**config.mk**
```make
export PLATFORM = sky130hd
export DESIGN_NAME = neuron_mac_activation_top
export DESIGN_NICKNAME = d
export VERILOG_FILES = /design/src/nma_pkg.sv /design/src/nma_front.sv /design/src/nma_queue.sv /design/src/nma_back.sv /design/src/neuron_mac_activation_top.sv
export SDC_FILE = /design/constraint.sdc
export NUM_CORES = 2
export LEC_CHECK = 0
export BUFFER_PORTS_ARGS = -buffer_cell sky130_fd_sc_hd__buf_2
export CAP_MARGIN = 20
export CORE_MARGIN = 4
export CORE_UTILIZATION = 40
export CTS_BUF_LIST = sky130_fd_sc_hd__clkbuf_8 sky130_fd_sc_hd__clkbuf_16
export CTS_CLUSTER_SIZE = 8
export DETAILED_ROUTE_END_ITERATION = 7
export GPL_ROUTABILITY_DRIVEN = 0
export PLACE_DENSITY = 0.65
export SETUP_SLACK_MARGIN = 0.4
export SYNTH_ARGS = -nofsm -noshare
export SYNTH_HDL_FRONTEND = slang
export SYNTH_SLANG_ARGS = --single-unit
```
**constraint.sdc**
```tcl
create_clock -name clk -period 9.6 [get_ports clk]
set_input_delay 0.96 -clock clk [delete_from_list [all_inputs] [get_ports clk]]
set_output_delay 0.96 -clock clk [all_outputs]
set_load 0.05 [all_outputs]
```
**src/nma_pkg.sv**
```systemverilog
// Shared types and constants for the neuron MAC and activation block.
`timescale 1ns / 1ps
`default_nettype none

package nma_pkg;

  // Activation selection codes
  typedef enum logic [1:0] {
    ACT_SIGMOID = 2'd0,
    ACT_TANH    = 2'd1,
    ACT_RELU    = 2'd2,
    ACT_LEAKY   = 2'd3
  } act_kind_t;

  // Item classes produced by the front end
  typedef enum logic {
    OP_ACCUM = 1'b0,
    OP_CLOSE = 1'b1
  } op_t;

  // Configuration register indexes
  localparam int CFG_IDX_W  = 2;
  localparam int CFG_DATA_W = 16;
  localparam logic [CFG_IDX_W-1:0] CFG_ACT_KIND = 2'd0;
  localparam logic [CFG_IDX_W-1:0] CFG_BIAS     = 2'd1;
  localparam logic [CFG_IDX_W-1:0] CFG_LEAK     = 2'd2;

  localparam logic [7:0] LEAK_RESET = 8'd3;

  typedef struct packed {
    act_kind_t         kind;
    logic signed [15:0] bias;
    logic [7:0]        leak;
  } cfg_t;

  // Queue between front end and back end
  localparam int QUEUE_DEPTH = 4;

  typedef struct packed {
    logic full;
    logic empty;
  } q_status_t;

  // Fixed-point constants
  localparam logic [63:0] Q31_ONE = 64'h0000_0000_8000_0000;
  localparam logic [16:0] SIG_ONE = 17'h1_0000;

endpackage

`default_nettype wire

```
**src/nma_front.sv**
```systemverilog
// Front end: accepts input transactions, classifies them and hands them to the queue.
`timescale 1ns / 1ps
`default_nettype none

module nma_front import nma_pkg::*; #(
  parameter int DATA_WIDTH = 16
) (
  input  logic                         clk,
  input  logic                         rst_n,
  input  logic                         in_valid,
  output logic                         in_ready,
  input  logic signed [DATA_WIDTH-1:0] in_value,
  input  logic signed [DATA_WIDTH-1:0] in_weight_value,
  input  logic                         in_is_last,
  input  q_status_t                    q_stat_i,
  output logic                         push_o,
  output logic [2*DATA_WIDTH:0]        push_data_o
);

  logic                  front_valid_r;
  op_t                   op_r;
  logic [DATA_WIDTH-1:0] x_r;
  logic [DATA_WIDTH-1:0] w_r;
  logic                  load;

  // Holding register drains into the queue whenever there is room
  assign push_o   = front_valid_r && !q_stat_i.full;
  assign in_ready = !front_valid_r || !q_stat_i.full;
  assign load     = in_valid && in_ready;

  always_ff @(posedge clk) begin
    if (!rst_n) begin
      front_valid_r <= 1'b0;
    end else if (load) begin
      front_valid_r <= 1'b1;
    end else if (push_o) begin
      front_valid_r <= 1'b0;
    end
  end

  // Classify: the item marked last closes the evaluation
  always_ff @(posedge clk) begin
    if (load) begin
      op_r <= in_is_last ? OP_CLOSE : OP_ACCUM;
      x_r  <= in_value;
      w_r  <= in_weight_value;
    end
  end

  assign push_data_o = {op_r, x_r, w_r};

endmodule

`default_nettype wire

```
**src/nma_queue.sv**
```systemverilog
// Short FIFO that decouples the front end from the back end.
`timescale 1ns / 1ps
`default_nettype none

module nma_queue import nma_pkg::*; #(
  parameter int W = 33
) (
  input  logic         clk,
  input  logic         rst_n,
  input  logic         push_i,
  input  logic [W-1:0] push_data_i,
  input  logic         pop_i,
  output logic [W-1:0] pop_data_o,
  output q_status_t    q_stat_o
);

  localparam int PTR_W = $clog2(QUEUE_DEPTH);

  logic [W-1:0]     mem_r [QUEUE_DEPTH];
  logic [PTR_W-1:0] wr_ptr_r;
  logic [PTR_W-1:0] rd_ptr_r;
  logic [PTR_W:0]   cnt_r;
  logic             do_push;
  logic             do_pop;

  assign q_stat_o.full  = (cnt_r == (PTR_W+1)'(QUEUE_DEPTH));
  assign q_stat_o.empty = (cnt_r == '0);
  assign do_push = push_i && !q_stat_o.full;
  assign do_pop  = pop_i && !q_stat_o.empty;

  // Pointers and fill count
  always_ff @(posedge clk) begin
    if (!rst_n) begin
      wr_ptr_r <= '0;
      rd_ptr_r <= '0;
      cnt_r    <= '0;
    end else begin
      if (do_push) begin
        wr_ptr_r <= wr_ptr_r + 1'b1;
      end
      if (do_pop) begin
        rd_ptr_r <= rd_ptr_r + 1'b1;
      end
      case ({do_push, do_pop})
        2'b10:   cnt_r <= cnt_r + 1'b1;
        2'b01:   cnt_r <= cnt_r - 1'b1;
        default: cnt_r <= cnt_r;
      endcase
    end
  end

  // Storage
  always_ff @(posedge clk) begin
    if (do_push) begin
      mem_r[wr_ptr_r] <= push_data_i;
    end
  end

  assign pop_data_o = mem_r[rd_ptr_r];

endmodule

`default_nettype wire

```
**src/nma_back.sv**
```systemverilog
// Back end: multiply-accumulate, bias, rounding, activation lookup and output register.
`timescale 1ns / 1ps
`default_nettype none

module nma_back import nma_pkg::*; #(
  parameter int DATA_WIDTH = 16,
  parameter int ACC_WIDTH  = 40,
  parameter int LUT_DEPTH  = 256
) (
  input  logic                clk,
  input  logic                rst_n,
  input  cfg_t                cfg_i,
  input  q_status_t           q_stat_i,
  output logic                pop_o,
  input  logic [2*DATA_WIDTH:0] pop_data_i,
  output logic                out_valid,
  input  logic                out_ready,
  output logic signed [23:0]  out_pre_activation,
  output logic signed [15:0]  out_activation_out,
  output logic signed [15:0]  out_derivative_out,
  output logic                out_saturated
);

  localparam int PW    = 2 * DATA_WIDTH;
  localparam int SW    = ((ACC_WIDTH > PW) ? ACC_WIDTH : PW) + 1;
  localparam int BW    = ACC_WIDTH + 1;
  localparam int IDX_W = $clog2(LUT_DEPTH);
  localparam int MW    = 25 + IDX_W + 1;

  localparam logic signed [SW-1:0] ACC_HI = {{(SW-ACC_WIDTH+1){1'b0}}, {(ACC_WIDTH-1){1'b1}}};
  localparam logic signed [SW-1:0] ACC_LO = ~ACC_HI;
  localparam logic signed [BW-1:0] RND_HALF = BW'(128);
  localparam logic signed [BW-1:0] PRE_HI = BW'(24'sh7f_ffff);
  localparam logic signed [BW-1:0] PRE_LO = ~PRE_HI;
  localparam logic [MW-1:0] LUT_LEN = MW'(LUT_DEPTH);
  localparam logic [40:0] DER_RND  = 41'h0_0080_0000;
  localparam logic [40:0] TANH_ONE = 41'h1_0000_0000;
  localparam logic signed [25:0] ACT_HI = 26'sd32767;
  localparam logic signed [25:0] ACT_LO = -26'sd32768;

  // ---------------------------------------------------------------
  // Sigmoid table, Q0.16, built at elaboration
  // ---------------------------------------------------------------
  function automatic logic [63:0] div_small(input logic [63:0] v, input int n);
    case (n)
      2:       return v / 64'd2;
      3:       return v / 64'd3;
      4:       return v / 64'd4;
      5:       return v / 64'd5;
      6:       return v / 64'd6;
      7:       return v / 64'd7;
      8:       return v / 64'd8;
      9:       return v / 64'd9;
      10:      return v / 64'd10;
      11:      return v / 64'd11;
      12:      return v / 64'd12;
      default: return v;
    endcase
  endfunction

  // e^-x via a 12-term series at x/16 then four squarings; 1/(1+e^-x) by long division
  function automatic logic [15:0] sig_entry(input int unsigned idx);
    logic [63:0] t;
    logic [63:0] sum;
    logic [63:0] term;
    logic [63:0] den;
    logic [63:0] num;
    logic [63:0] quo;
    logic [63:0] rem;
    t    = (64'(idx) << 30) / LUT_DEPTH;
    sum  = Q31_ONE;
    term = Q31_ONE;
    for (int n = 1; n <= 12; n++) begin
      term = div_small((term * t) >> 31, n);
      if ((n & 1) != 0) begin
        sum = sum - term;
      end else begin
        sum = sum + term;
      end
    end
    for (int k = 0; k < 4; k++) begin
      sum = (sum * sum) >> 31;
    end
    den = Q31_ONE + sum;
    num = (64'd1 << 47) + (den >> 1);
    quo = '0;
    rem = '0;
    for (int b = 63; b >= 0; b--) begin
      rem = {rem[62:0], num[b]};
      if (rem >= den) begin
        rem    = rem - den;
        quo[b] = 1'b1;
      end
    end
    return quo[15:0];
  endfunction

  logic [15:0] sig_rom [LUT_DEPTH];

  for (genvar g = 0; g < LUT_DEPTH; g++) begin : g_rom
    localparam logic [15:0] SIG_VAL = sig_entry(g);
    assign sig_rom[g] = SIG_VAL;
  end

  // ---------------------------------------------------------------
  // Pipeline advance: everything moves unless the output is held
  // ---------------------------------------------------------------
  logic adv;
  assign adv   = !out_valid || out_ready;
  assign pop_o = adv && !q_stat_i.empty;

  op_t                         pop_op;
  logic signed [DATA_WIDTH-1:0] pop_x;
  logic signed [DATA_WIDTH-1:0] pop_w;
  assign pop_op = op_t'(pop_data_i[PW]);
  assign pop_x  = $signed(pop_data_i[PW-1:DATA_WIDTH]);
  assign pop_w  = $signed(pop_data_i[DATA_WIDTH-1:0]);

  // Stage valids
  logic v1_r, v2_r, v3_r, v4_r, v5_r, v6_r, v7_r, v8_r, out_valid_r;

  // Stage 1: product
  logic signed [PW-1:0] prod1_r;
  logic                 last1_r;

  // Stage 2: accumulator
  logic signed [ACC_WIDTH-1:0] acc_r;
  logic                        acc_clip_r;
  logic signed [SW-1:0]        acc_sum;
  logic signed [ACC_WIDTH-1:0] acc_sat;
  logic                        acc_clip;
  logic signed [ACC_WIDTH-1:0] sum2_r;
  logic                        clip2_r;

  // Stage 3: bias
  logic signed [23:0]          bias_ext;
  logic signed [BW-1:0]        bias_sum;
  logic signed [ACC_WIDTH-1:0] bias_sat;
  logic                        bias_clip;
  logic signed [ACC_WIDTH-1:0] sum3_r;
  logic                        clip3_r;

  // Stage 4: round to Q15.8
  logic signed [BW-1:0] rnd_full;
  logic signed [BW-1:0] rnd;
  logic signed [23:0]   pre_sat;
  logic                 pre_clip;
  logic signed [23:0]   pre4_r;
  logic                 clip4_r;

  // Stage 5: magnitude and table index
  logic            neg;
  logic [23:0]     mag;
  logic [24:0]     m2;
  logic [MW-1:0]   scaled;
  logic [MW-1:0]   idx_full;
  logic            neg5_r, pos5_r, over5_r, clip5_r;
  logic [23:0]     mag5_r;
  logic signed [23:0] pre5_r;
  logic [IDX_W-1:0] idx5_r;

  // Stage 6: table read
  logic [15:0]     rom_q_r;
  logic            neg6_r, pos6_r, over6_r, clip6_r;
  logic [23:0]     mag6_r;
  logic signed [23:0] pre6_r;

  // Stage 7: multiplier operands
  logic [16:0]     s;
  logic [16:0]     sg;
  logic [17:0]     t18;
  logic [16:0]     t;
  logic [17:0]     rnd_act;
  logic [23:0]     op_a;
  logic [16:0]     op_b;
  logic [8:0]      amag;
  logic [23:0]     a7_r;
  logic [16:0]     b7_r;
  logic [8:0]      amag7_r;
  logic            neg7_r, pos7_r, clip7_r;
  logic signed [23:0] pre7_r;

  // Stage 8: product
  logic [40:0]     mp8_r;
  logic [8:0]      amag8_r;
  logic            neg8_r, pos8_r, clip8_r;
  logic signed [23:0] pre8_r;

  // Output stage
  logic signed [25:0] act_w;
  logic [40:0]        der_full;
  logic [40:0]        lk;
  logic [15:0]        der_w;
  logic signed [15:0] act_sat;
  logic               act_clip;
  logic signed [23:0] out_pre_r;
  logic signed [15:0] out_act_r;
  logic [15:0]        out_der_r;
  logic               out_sat_r;

  // Valid chain and accumulator state
  always_ff @(posedge clk) begin
    if (!rst_n) begin
      v1_r        <= 1'b0;
      v2_r        <= 1'b0;
      v3_r        <= 1'b0;
      v4_r        <= 1'b0;
      v5_r        <= 1'b0;
      v6_r        <= 1'b0;
      v7_r        <= 1'b0;
      v8_r        <= 1'b0;
      out_valid_r <= 1'b0;
      acc_r       <= '0;
      acc_clip_r  <= 1'b0;
    end else if (adv) begin
      v1_r        <= pop_o;
      v2_r        <= v1_r && last1_r;
      v3_r        <= v2_r;
      v4_r        <= v3_r;
      v5_r        <= v4_r;
      v6_r        <= v5_r;
      v7_r        <= v6_r;
      v8_r        <= v7_r;
      out_valid_r <= v8_r;
      if (v1_r) begin
        acc_r      <= last1_r ? '0 : acc_sat;
        acc_clip_r <= last1_r ? 1'b0 : acc_clip;
      end
    end
  end

  // Stage 1: multiply the pair
  always_ff @(posedge clk) begin
    if (adv) begin
      prod1_r <= pop_x * pop_w;
      last1_r <= (pop_op == OP_CLOSE);
    end
  end

  // Stage 2: saturating accumulate
  always_comb begin
    acc_sum  = SW'(acc_r) + SW'(prod1_r);
    acc_clip = acc_clip_r;
    if (acc_sum > ACC_HI) begin
      acc_sat  = ACC_HI[ACC_WIDTH-1:0];
      acc_clip = 1'b1;
    end else if (acc_sum < ACC_LO) begin
      acc_sat  = ACC_LO[ACC_WIDTH-1:0];
      acc_clip = 1'b1;
    end else begin
      acc_sat = acc_sum[ACC_WIDTH-1:0];
    end
  end

  always_ff @(posedge clk) begin
    if (adv) begin
      sum2_r  <= acc_sat;
      clip2_r <= acc_clip;
    end
  end

  // Stage 3: add bias, saturate at accumulator width
  always_comb begin
    bias_ext  = $signed({cfg_i.bias, 8'h00});
    bias_sum  = BW'(sum2_r) + BW'(bias_ext);
    bias_clip = clip2_r;
    if (bias_sum > ACC_HI) begin
      bias_sat  = ACC_HI[ACC_WIDTH-1:0];
      bias_clip = 1'b1;
    end else if (bias_sum < ACC_LO) begin
      bias_sat  = ACC_LO[ACC_WIDTH-1:0];
      bias_clip = 1'b1;
    end else begin
      bias_sat = bias_sum[ACC_WIDTH-1:0];
    end
  end

  always_ff @(posedge clk) begin
    if (adv) begin
      sum3_r  <= bias_sat;
      clip3_r <= bias_clip;
    end
  end

  // Stage 4: round half up to Q15.8 and saturate to 24 bits
  always_comb begin
    rnd_full = BW'(sum3_r) + RND_HALF;
    rnd      = rnd_full >>> 8;
    pre_clip = clip3_r;
    if (rnd > PRE_HI) begin
      pre_sat  = 24'sh7f_ffff;
      pre_clip = 1'b1;
    end else if (rnd < PRE_LO) begin
      pre_sat  = -24'sh80_0000;
      pre_clip = 1'b1;
    end else begin
      pre_sat = rnd[23:0];
    end
  end

  always_ff @(posedge clk) begin
    if (adv) begin
      pre4_r  <= pre_sat;
      clip4_r <= pre_clip;
    end
  end

  // Stage 5: magnitude and table index (tanh looks up sigmoid at 2x)
  always_comb begin
    neg      = pre4_r[23];
    mag      = neg ? (~pre4_r + 24'd1) : pre4_r;
    m2       = (cfg_i.kind == ACT_TANH) ? {mag, 1'b0} : {1'b0, mag};
    scaled   = MW'(m2) * LUT_LEN;
    idx_full = scaled >> 11;
  end

  always_ff @(posedge clk) begin
    if (adv) begin
      neg5_r  <= neg;
      pos5_r  <= !neg && (pre4_r != '0);
      mag5_r  <= mag;
      pre5_r  <= pre4_r;
      over5_r <= (idx_full >= LUT_LEN);
      idx5_r  <= idx_full[IDX_W-1:0];
      clip5_r <= clip4_r;
    end
  end

  // Stage 6: registered table read
  always_ff @(posedge clk) begin
    if (adv) begin
      rom_q_r <= sig_rom[idx5_r];
      neg6_r  <= neg5_r;
      pos6_r  <= pos5_r;
      mag6_r  <= mag5_r;
      pre6_r  <= pre5_r;
      over6_r <= over5_r;
      clip6_r <= clip5_r;
    end
  end

  // Stage 7: sigmoid/tanh values and multiplier operands
  always_comb begin
    s       = over6_r ? SIG_ONE : {1'b0, rom_q_r};
    sg      = neg6_r ? (SIG_ONE - s) : s;
    t18     = {s, 1'b0} - {1'b0, SIG_ONE};
    t       = t18[16:0];
    rnd_act = '0;
    case (cfg_i.kind)
      ACT_SIGMOID: begin
        op_a    = 24'(sg);
        op_b    = SIG_ONE - sg;
        rnd_act = (18'(sg) + 18'd128) >> 8;
      end
      ACT_TANH: begin
        op_a    = 24'(t);
        op_b    = t;
        rnd_act = (18'(t) + 18'd128) >> 8;
      end
      default: begin
        op_a = mag6_r;
        op_b = {9'd0, cfg_i.leak};
      end
    endcase
    amag = rnd_act[8:0];
  end

  always_ff @(posedge clk) begin
    if (adv) begin
      a7_r    <= op_a;
      b7_r    <= op_b;
      amag7_r <= amag;
      neg7_r  <= neg6_r;
      pos7_r  <= pos6_r;
      pre7_r  <= pre6_r;
      clip7_r <= clip6_r;
    end
  end

  // Stage 8: one multiply
  always_ff @(posedge clk) begin
    if (adv) begin
      mp8_r   <= 41'(a7_r) * 41'(b7_r);
      amag8_r <= amag7_r;
      neg8_r  <= neg7_r;
      pos8_r  <= pos7_r;
      pre8_r  <= pre7_r;
      clip8_r <= clip7_r;
    end
  end

  // Output stage: activation, derivative, final saturation
  always_comb begin
    act_w    = '0;
    der_full = '0;
    lk       = (mp8_r + 41'd128) >> 8;
    der_w    = '0;
    case (cfg_i.kind)
      ACT_SIGMOID: begin
        act_w    = $signed(26'(amag8_r));
        der_full = (mp8_r + DER_RND) >> 24;
        der_w    = der_full[15:0];
      end
      ACT_TANH: begin
        act_w    = neg8_r ? -$signed(26'(amag8_r)) : $signed(26'(amag8_r));
        der_full = (TANH_ONE - mp8_r + DER_RND) >> 24;
        der_w    = der_full[15:0];
      end
      ACT_RELU: begin
        if (pos8_r) begin
          act_w = 26'(pre8_r);
          der_w = 16'd256;
        end
      end
      default: begin
        if (pos8_r) begin
          act_w = 26'(pre8_r);
          der_w = 16'd256;
        end else begin
          act_w = -$signed({1'b0, lk[24:0]});
          der_w = {8'h00, cfg_i.leak};
        end
      end
    endcase
    act_clip = clip8_r;
    if (act_w > ACT_HI) begin
      act_sat  = 16'sh7fff;
      act_clip = 1'b1;
    end else if (act_w < ACT_LO) begin
      act_sat  = -16'sh8000;
      act_clip = 1'b1;
    end else begin
      act_sat = act_w[15:0];
    end
  end

  always_ff @(posedge clk) begin
    if (adv) begin
      out_pre_r <= pre8_r;
      out_act_r <= act_sat;
      out_der_r <= der_w;
      out_sat_r <= act_clip;
    end
  end

  assign out_valid          = out_valid_r;
  assign out_pre_activation = out_pre_r;
  assign out_activation_out = out_act_r;
  assign out_derivative_out = $signed(out_der_r);
  assign out_saturated      = out_sat_r;

endmodule

`default_nettype wire

```
**src/neuron_mac_activation_top.sv**
```systemverilog
// Top level of the neuron MAC and activation block.
//
//  Channel | Direction | Handshake          | Payload
//  --------+-----------+--------------------+------------------------------------------
//  in_     | input     | in_valid/in_ready  | in_value, in_weight_value, in_is_last
//  out_    | output    | out_valid/out_ready| pre_activation, activation_out,
//          |           |                    | derivative_out, saturated
//  cfg_    | input     | cfg_we (no stall)  | cfg_index, cfg_data
//
//  One (value, weight) pair per cycle sustained while the output is not stalled;
//  the saturating accumulate loop around acc_r sets that rate. A closing pair
//  moves through the front register, a queue slot, eight back-end stages and
//  the output register, which raises out_valid, and is taken at the next edge
//  when out_ready is high. Reset is synchronous and clears the accumulator,
//  queue and pipeline valids. An output stall freezes the back end; the 4-entry
//  queue and front register keep accepting input until they fill.
`timescale 1ns / 1ps
`default_nettype none

module neuron_mac_activation_top import nma_pkg::*; #(
  parameter int DATA_WIDTH = 16,
  parameter int ACC_WIDTH  = 40,
  parameter int LUT_DEPTH  = 256
) (
  input  logic                         clk,
  input  logic                         rst_n,
  input  logic                         in_valid,
  output logic                         in_ready,
  input  logic signed [DATA_WIDTH-1:0] in_value,
  input  logic signed [DATA_WIDTH-1:0] in_weight_value,
  input  logic                         in_is_last,
  output logic                         out_valid,
  input  logic                         out_ready,
  output logic signed [23:0]           out_pre_activation,
  output logic signed [15:0]           out_activation_out,
  output logic signed [15:0]           out_derivative_out,
  output logic                         out_saturated,
  input  logic                         cfg_we,
  input  logic [CFG_IDX_W-1:0]         cfg_index,
  input  logic [CFG_DATA_W-1:0]        cfg_data
);

  localparam int QW = 2 * DATA_WIDTH + 1;

  cfg_t            cfg_r;
  q_status_t       q_stat;
  logic            push;
  logic [QW-1:0]   push_data;
  logic            pop;
  logic [QW-1:0]   pop_data;

  // Configuration registers
  always_ff @(posedge clk) begin
    if (!rst_n) begin
      cfg_r.kind <= ACT_SIGMOID;
      cfg_r.bias <= '0;
      cfg_r.leak <= LEAK_RESET;
    end else if (cfg_we) begin
      case (cfg_index)
        CFG_ACT_KIND: cfg_r.kind <= act_kind_t'(cfg_data[1:0]);
        CFG_BIAS:     cfg_r.bias <= $signed(cfg_data);
        CFG_LEAK:     cfg_r.leak <= cfg_data[7:0];
        default:      cfg_r      <= cfg_r;
      endcase
    end
  end

  nma_front #(
    .DATA_WIDTH (DATA_WIDTH)
  ) u_front (
    .clk             (clk),
    .rst_n           (rst_n),
    .in_valid        (in_valid),
    .in_ready        (in_ready),
    .in_value        (in_value),
    .in_weight_value (in_weight_value),
    .in_is_last      (in_is_last),
    .q_stat_i        (q_stat),
    .push_o          (push),
    .push_data_o     (push_data)
  );

  nma_queue #(
    .W (QW)
  ) u_queue (
    .clk         (clk),
    .rst_n       (rst_n),
    .push_i      (push),
    .push_data_i (push_data),
    .pop_i       (pop),
    .pop_data_o  (pop_data),
    .q_stat_o    (q_stat)
  );

  nma_back #(
    .DATA_WIDTH (DATA_WIDTH),
    .ACC_WIDTH  (ACC_WIDTH),
    .LUT_DEPTH  (LUT_DEPTH)
  ) u_back (
    .clk                (clk),
    .rst_n              (rst_n),
    .cfg_i              (cfg_r),
    .q_stat_i           (q_stat),
    .pop_o              (pop),
    .pop_data_i         (pop_data),
    .out_valid          (out_valid),
    .out_ready          (out_ready),
    .out_pre_activation (out_pre_activation),
    .out_activation_out (out_activation_out),
    .out_derivative_out (out_derivative_out),
    .out_saturated      (out_saturated)
  );

endmodule

`default_nettype wire

```
Yosys cells after proc, flatten, opt, wreduce, memory -nomap -nowiden

Memories as Yosys holds them, arrays and structs flattened. A register that Yosys moved wholly into a read port is not among the register bits.
Index checks and enable logic that the tools add are counted.

Flip-flop bits (word level): 579
Latch bits: 0
Memory bits (writable): 132
Memory bits (read-only): 4096
Output and inout bits: 59
Logic and storage cells: 158
Memories: 2

$add $sub $neg: 19
Multipliers: 2
Div/mod/pow operators: 0
Magnitude comparators: 9
Eq/ne operators: 7
Shift operators: 0
Multiplexer cells: 31
Bitwise gates (word level): 2
Reductions and logical operators: 27

Memory list:

| name             | words | width | read ports | clocked after Yosys merged registers in | write ports | RTL line        | text |
|---|---|---|---|---|---|---|---|
| (name not given) | 256   | 16    | 1          | 1                                       | 0           | nma_back.sv:332 | `rom_q_r <= sig_rom[idx5_r];` |
| u_queue.mem_r    | 4     | 33    | 1          | 1                                       | 1           | nma_queue.sv:19 | `logic [W-1:0] mem_r [QUEUE_DEPTH];` |

Operators with widths:

| kind                     | number |
|---|---|
| $mux W40                 | 4 |
| $gt A41 B40 Y1 const B   | 2 |
| $lt A41 B40 Y1 const B   | 2 |
| $add A40 B24 Y40 const B | 2 |
| $mux W26                 | 3 |
| $pmux W26 S3             | 1 |
| $mux W24                 | 2 |
| $pmux W16 S3             | 1 |
| $pmux W24 S2             | 1 |
| $add A40 B24 Y41         | 1 |
| $add A40 B32 Y41         | 1 |
| $add A40 B9 Y41 const B  | 1 |
| $mul A24 B17 Y40         | 1 |
| $sub A33 B40 Y40 const A | 1 |
| $add A17 B8 Y17 const B  | 2 |
| $mux W17                 | 2 |
| $pmux W17 S2             | 1 |
| $sub A17 B17 Y17 const A | 2 |
| $add A33 B8 Y33 const B  | 1 |
| $gt A33 B24 Y1 const B   | 1 |
| $lt A33 B24 Y1 const B   | 1 |
| $mul A16 B16 Y32         | 1 |
| $gt A26 B16 Y1 const B   | 1 |
| $lt A26 B16 Y1 const B   | 1 |
| 29 further kinds         | 61 |

Longest topological paths before layout

Word-level depth: 6
Mapped depth: 32
Depth with buffers taken out: 28

Modules after synthesis

From an unflattened synthesis, not the netlist that was laid out.

Cells, all modules: 5894
Area total of the unflattened synthesis: 59590.9 µm²

By module, submodules not included:

| module                    | times used | cells an instance | area each (µm²) |
|---|---|---|---|
| nma_back                  | 1          | 5520              | 52225.1 |
| nma_queue                 | 1          | 227               | 5291.3 |
| nma_front                 | 1          | 40                | 1048.5 |
| neuron_mac_activation_top | 1          | 107               | 1026.0 |

Worst setup path before layout

OpenSTA, ideal clock, no wires.

Kind: flip-flop to flip-flop
Start point: register (tool-made name)
End point: register u_back.prod1_r[29] (data pin)
Arrival: 8078 ps
Data required time: 9342 ps
Path slack: 1265 ps
Stages on the path, launching flop included: 31
Buffers on the path: 4
Cell sequence: dfxtp_1 clkbuf_1 buf_1 clkbuf_1 mux2i_1 nand2_1 o21ai_0 clkbuf_1 nor2_1 fa_1 inv_1 fa_1 fa_1 inv_1 fa_1 fa_1 inv_1 fa_1 inv_1 ha_1 a211oi_1 nor2_1 a211oi_1 o31ai_1 nor4_1 o31ai_1 a221o_1 o41a_1 a41oi_1 nor2b_1 xnor2_1

RTL lines:

| what                   | RTL line        | text |
|---|---|---|
| end signal: assignment | nma_back.sv:235 | `prod1_r <= pop_x * pop_w;` |
| end: declaration       | nma_back.sv:123 | `logic signed [PW-1:0] prod1_r;` |

==> results.sh <==
export IMPL_clock_sinks=708
export IMPL_row_count=141
export IMPL_post_cts_resized=0
export IMPL_synth_area_top_cells="edfxtp_1 (31%), fa_1 (20%), ha_1 (6.4%), inv_1 (5.2%), nand2_1 (4.3%)"
export IMPL_crit_family="adder cells"
export IMPL_first_pass_iters=7
export IMPL_clk_latency_ns=0.72
export IMPL_totalWireLength_mm=154
export IMPL_wl_per_cell_um=19.4
export IMPL_core_area_mm2=0.148
export IMPL_areaGrowthSynthToFinish_pct=9.03
export IMPL_fin_util=0.439
export IMPL_syn_inst=5962
export IMPL_post_dp_cell_area_mm2=0.0618
export IMPL_track_usage=0.196
export IMPL_numCtsBuffers=101
export IMPL_path_class="flop to flop"
export IMPL_synth_seq_cells=708
export IMPL_synth_distinct_cells=99
export IMPL_cts_clk_slew_worst_paths_ns=0.05
export IMPL_synthFlopType="edfxtp_1"
export IMPL_synth_edf_count=622
export IMPL_drive_gt1_frac=0.0695
export IMPL_cp_slowest_cell="dfxtp_2"
export IMPL_finalHoldViolCount=0
export IMPL_synthSimpleGateAreaFrac=0.135
export IMPL_avgSynthCellArea_um2=9.98
export IMPL_grt_pass1_vias=43337
export IMPL_crit_top_cell="fa_1"
export IMPL_period_share=0.891
export IMPL_maxSlewHeadroom=0.252
export IMPL_synth_xor_area_frac=0.0402
export IMPL_antenna_found_initial=3
export IMPL_postCtsSetupRepairBufs=0
export IMPL_arrival_ns=8.98
export IMPL_ctsHoldBuffers=0
export IMPL_ant_nets=0
export IMPL_fin_cells=7943
export IMPL_root_buffer="clkbuf_16"
export IMPL_period_needed_ns=8.55
export IMPL_h_tree_depth=3
export IMPL_ys_seq_area_frac=0.343
export IMPL_timing_fmax_mhz=117
export IMPL_hold_start="u_back.amag7_r[4]"
export IMPL_synth_cell_area_mm2=0.0595
export IMPL_yosysTopAreaCell="edfxtp_1"
export IMPL_yosys_warnings=0
export IMPL_cp_num_buf_inv=5
export IMPL_synth_top_family_by_area="adder cells"
export IMPL_cts_tree="yes"
export IMPL_synth_top_cell_area_share=0.314
export IMPL_placedCellCount=7780
export IMPL_ios=115
export IMPL_min_to="u_back.amag8_r[4]"
export IMPL_hpwl_mm=116
export IMPL_die_w_um=394
export IMPL_via_per_inst=5.49
export IMPL_die_y_um=394
export IMPL_slowest_delay_ns=0.85
export IMPL_finalSetupViolCount=0
export IMPL_synth_compound_area_frac=0.122
export IMPL_drv_slew=0
export IMPL_port_buffers=114
export IMPL_ys_async_sr_fraction=0
export IMPL_rr_worst_depth=25
export IMPL_outcome="finished clean"
export IMPL_vias=43621
export IMPL_cp_required_ns=10.03
export IMPL_layout_commonest_cell="inv_1"
export IMPL_crit_path_start_kind="flop"
export IMPL_fin_nets=6908
export IMPL_r2r_slack_ns=1.05
export IMPL_cap_viol_max_count=0
export IMPL_min_path_cells=0
export IMPL_die_area_mm2=0.155
export IMPL_synth_mux_area_frac=0.0227
export IMPL_hp_class="flop to flop"
export IMPL_start_util=0.403
export IMPL_cp_end_kind="flop"
export IMPL_drt_iter0_drc=4135
export IMPL_design_area_mm2=0.0648
export IMPL_r2r_end="u_back.prod1_r[29]"
export IMPL_grt_max_degree=113
export IMPL_clk_path_buf_depth=3
export IMPL_setup_tns_final_ns=0
export IMPL_skew_ns=0.0465
export IMPL_path_max_fanout=29
export IMPL_synth_fa_ha_area_frac=0.264
export IMPL_overflow=0
export IMPL_rsz0062_at_grt="no"
export IMPL_worst_slew_pin_slew_ns=1.12
export IMPL_mostFrequentLayoutCells="inv_1 (872), nand2_1 (682), edfxtp_1 (622)"
export IMPL_syn_nets=6915
export IMPL_remaining_drc_errors=0
export IMPL_grt_pass1_wl_mm=243
==> flip-flops by register name, summed over array words and instances, names as in the netlist, 26 cells and up, named ones only <==
signal and flops:
u_queue.mem_r 132, u_back.acc_r 40, u_back.sum3_r 33, u_back.mp8_r 40
u_back.prod1_r 32, cfg_r 26, u_back.sum2_r 33
==> cells in the mapped netlist, types with 12 or more instances <==
cell type  instances
a211o_1           39
and3_1            42
edfxtp_1         622
and2_1           218
buf_1             28
mux2_2            39
o211ai_1          18
nor2_1           360
xnor2_1          181
ha_1             304
xor2_1            92
a22oi_1           15
o21ai_0          313
dfxtp_1           86
a21o_1            60
inv_1            827
nand3_1           85
nand4_1           27
a311oi_1          16
fa_1             593
a31oi_1           38
o22ai_1           33
a211oi_1          51
o21ai_1           23
a21oi_1          276
mux4_2            16
a21boi_0          37
nor3_1            82
nand2_1          682
o31ai_1           38
a221oi_1          15
nor2b_1           52
nand2b_1          51
clkbuf_1         243
buf_2             12
nor4_1            20
or3_1             12
o21a_1            43
a221o_1           14
o21bai_1          19
mux2i_1           53
==> worst register-to-register path, delay by kind of cell, from the launching register on <==
family | cells | cell delay (ns)
AO/OA/AOI/OAI | 8 | 2.85
XOR/XNOR | 1 | 0.08
adder cells (fa/ha/maj) | 7 | 2.93
buffers and inverters | 5 | 0.54
flip-flops | 1 | 0.85
multiplexers | 1 | 0.36
AND/OR/NAND/NOR | 3 | 0.70
==> area by class of cell <==
type | count | area, um^2
diodes | 2 | 5.00
clock buffers | 104 | 2570
clock inverters | 55 | 398
fillers | 13841 | 82800
inverters | 833 | 3130
multi-input cells | 4125 | 34800
flip-flops and latches | 708 | 20400
well taps | 1930 | 2410
repair buffers | 186 | 1120
==> metal layers <==
layer,GRT usage,vias up,part of all wire
met4,0.0878,0,0.050
li1,-,20038,-
met5,0,-,0
met1,0.253,21245,0.40
met2,0.322,1908,0.47
met3,0.0345,430,0.073
==> logic make-up after synthesis <==
group	after synthesis
AO/OA/AOI/OAI	1143
AND/OR/NAND/NOR	1703
multiplexers	109
buffers and inverters	1129
adder cells (fa/ha/maj)	897
flip-flops	708
XOR/XNOR	273
==> worst max path at each step <==
stage,to,depth (start not counted),startpoint,slack (ns)
after global placement,u_back.prod1_r[29],24,flop,1.27
after detailed placement,u_back.prod1_r[29],24,flop,1.15
after global routing,u_back.prod1_r[29],26,flop,0.61
after floorplan,u_back.prod1_r[29],30,flop,1.26
after CTS,u_back.prod1_r[29],24,flop,1.12
final,u_back.prod1_r[29],25,flop,1.05
==> stage by stage <==
step,setup WS [ns],hold WS [ns]
after global placement,1.27,0.401
after CTS,1.12,0.367
final,1.05,0.399
after global routing,0.609,0.379
after detailed placement,1.15,0.405
after floorplan,1.26,0.400
Power is left out: the tool's default activity adds up to more than one toggle a clock period on the data nets, which glitch-free logic cannot reach.
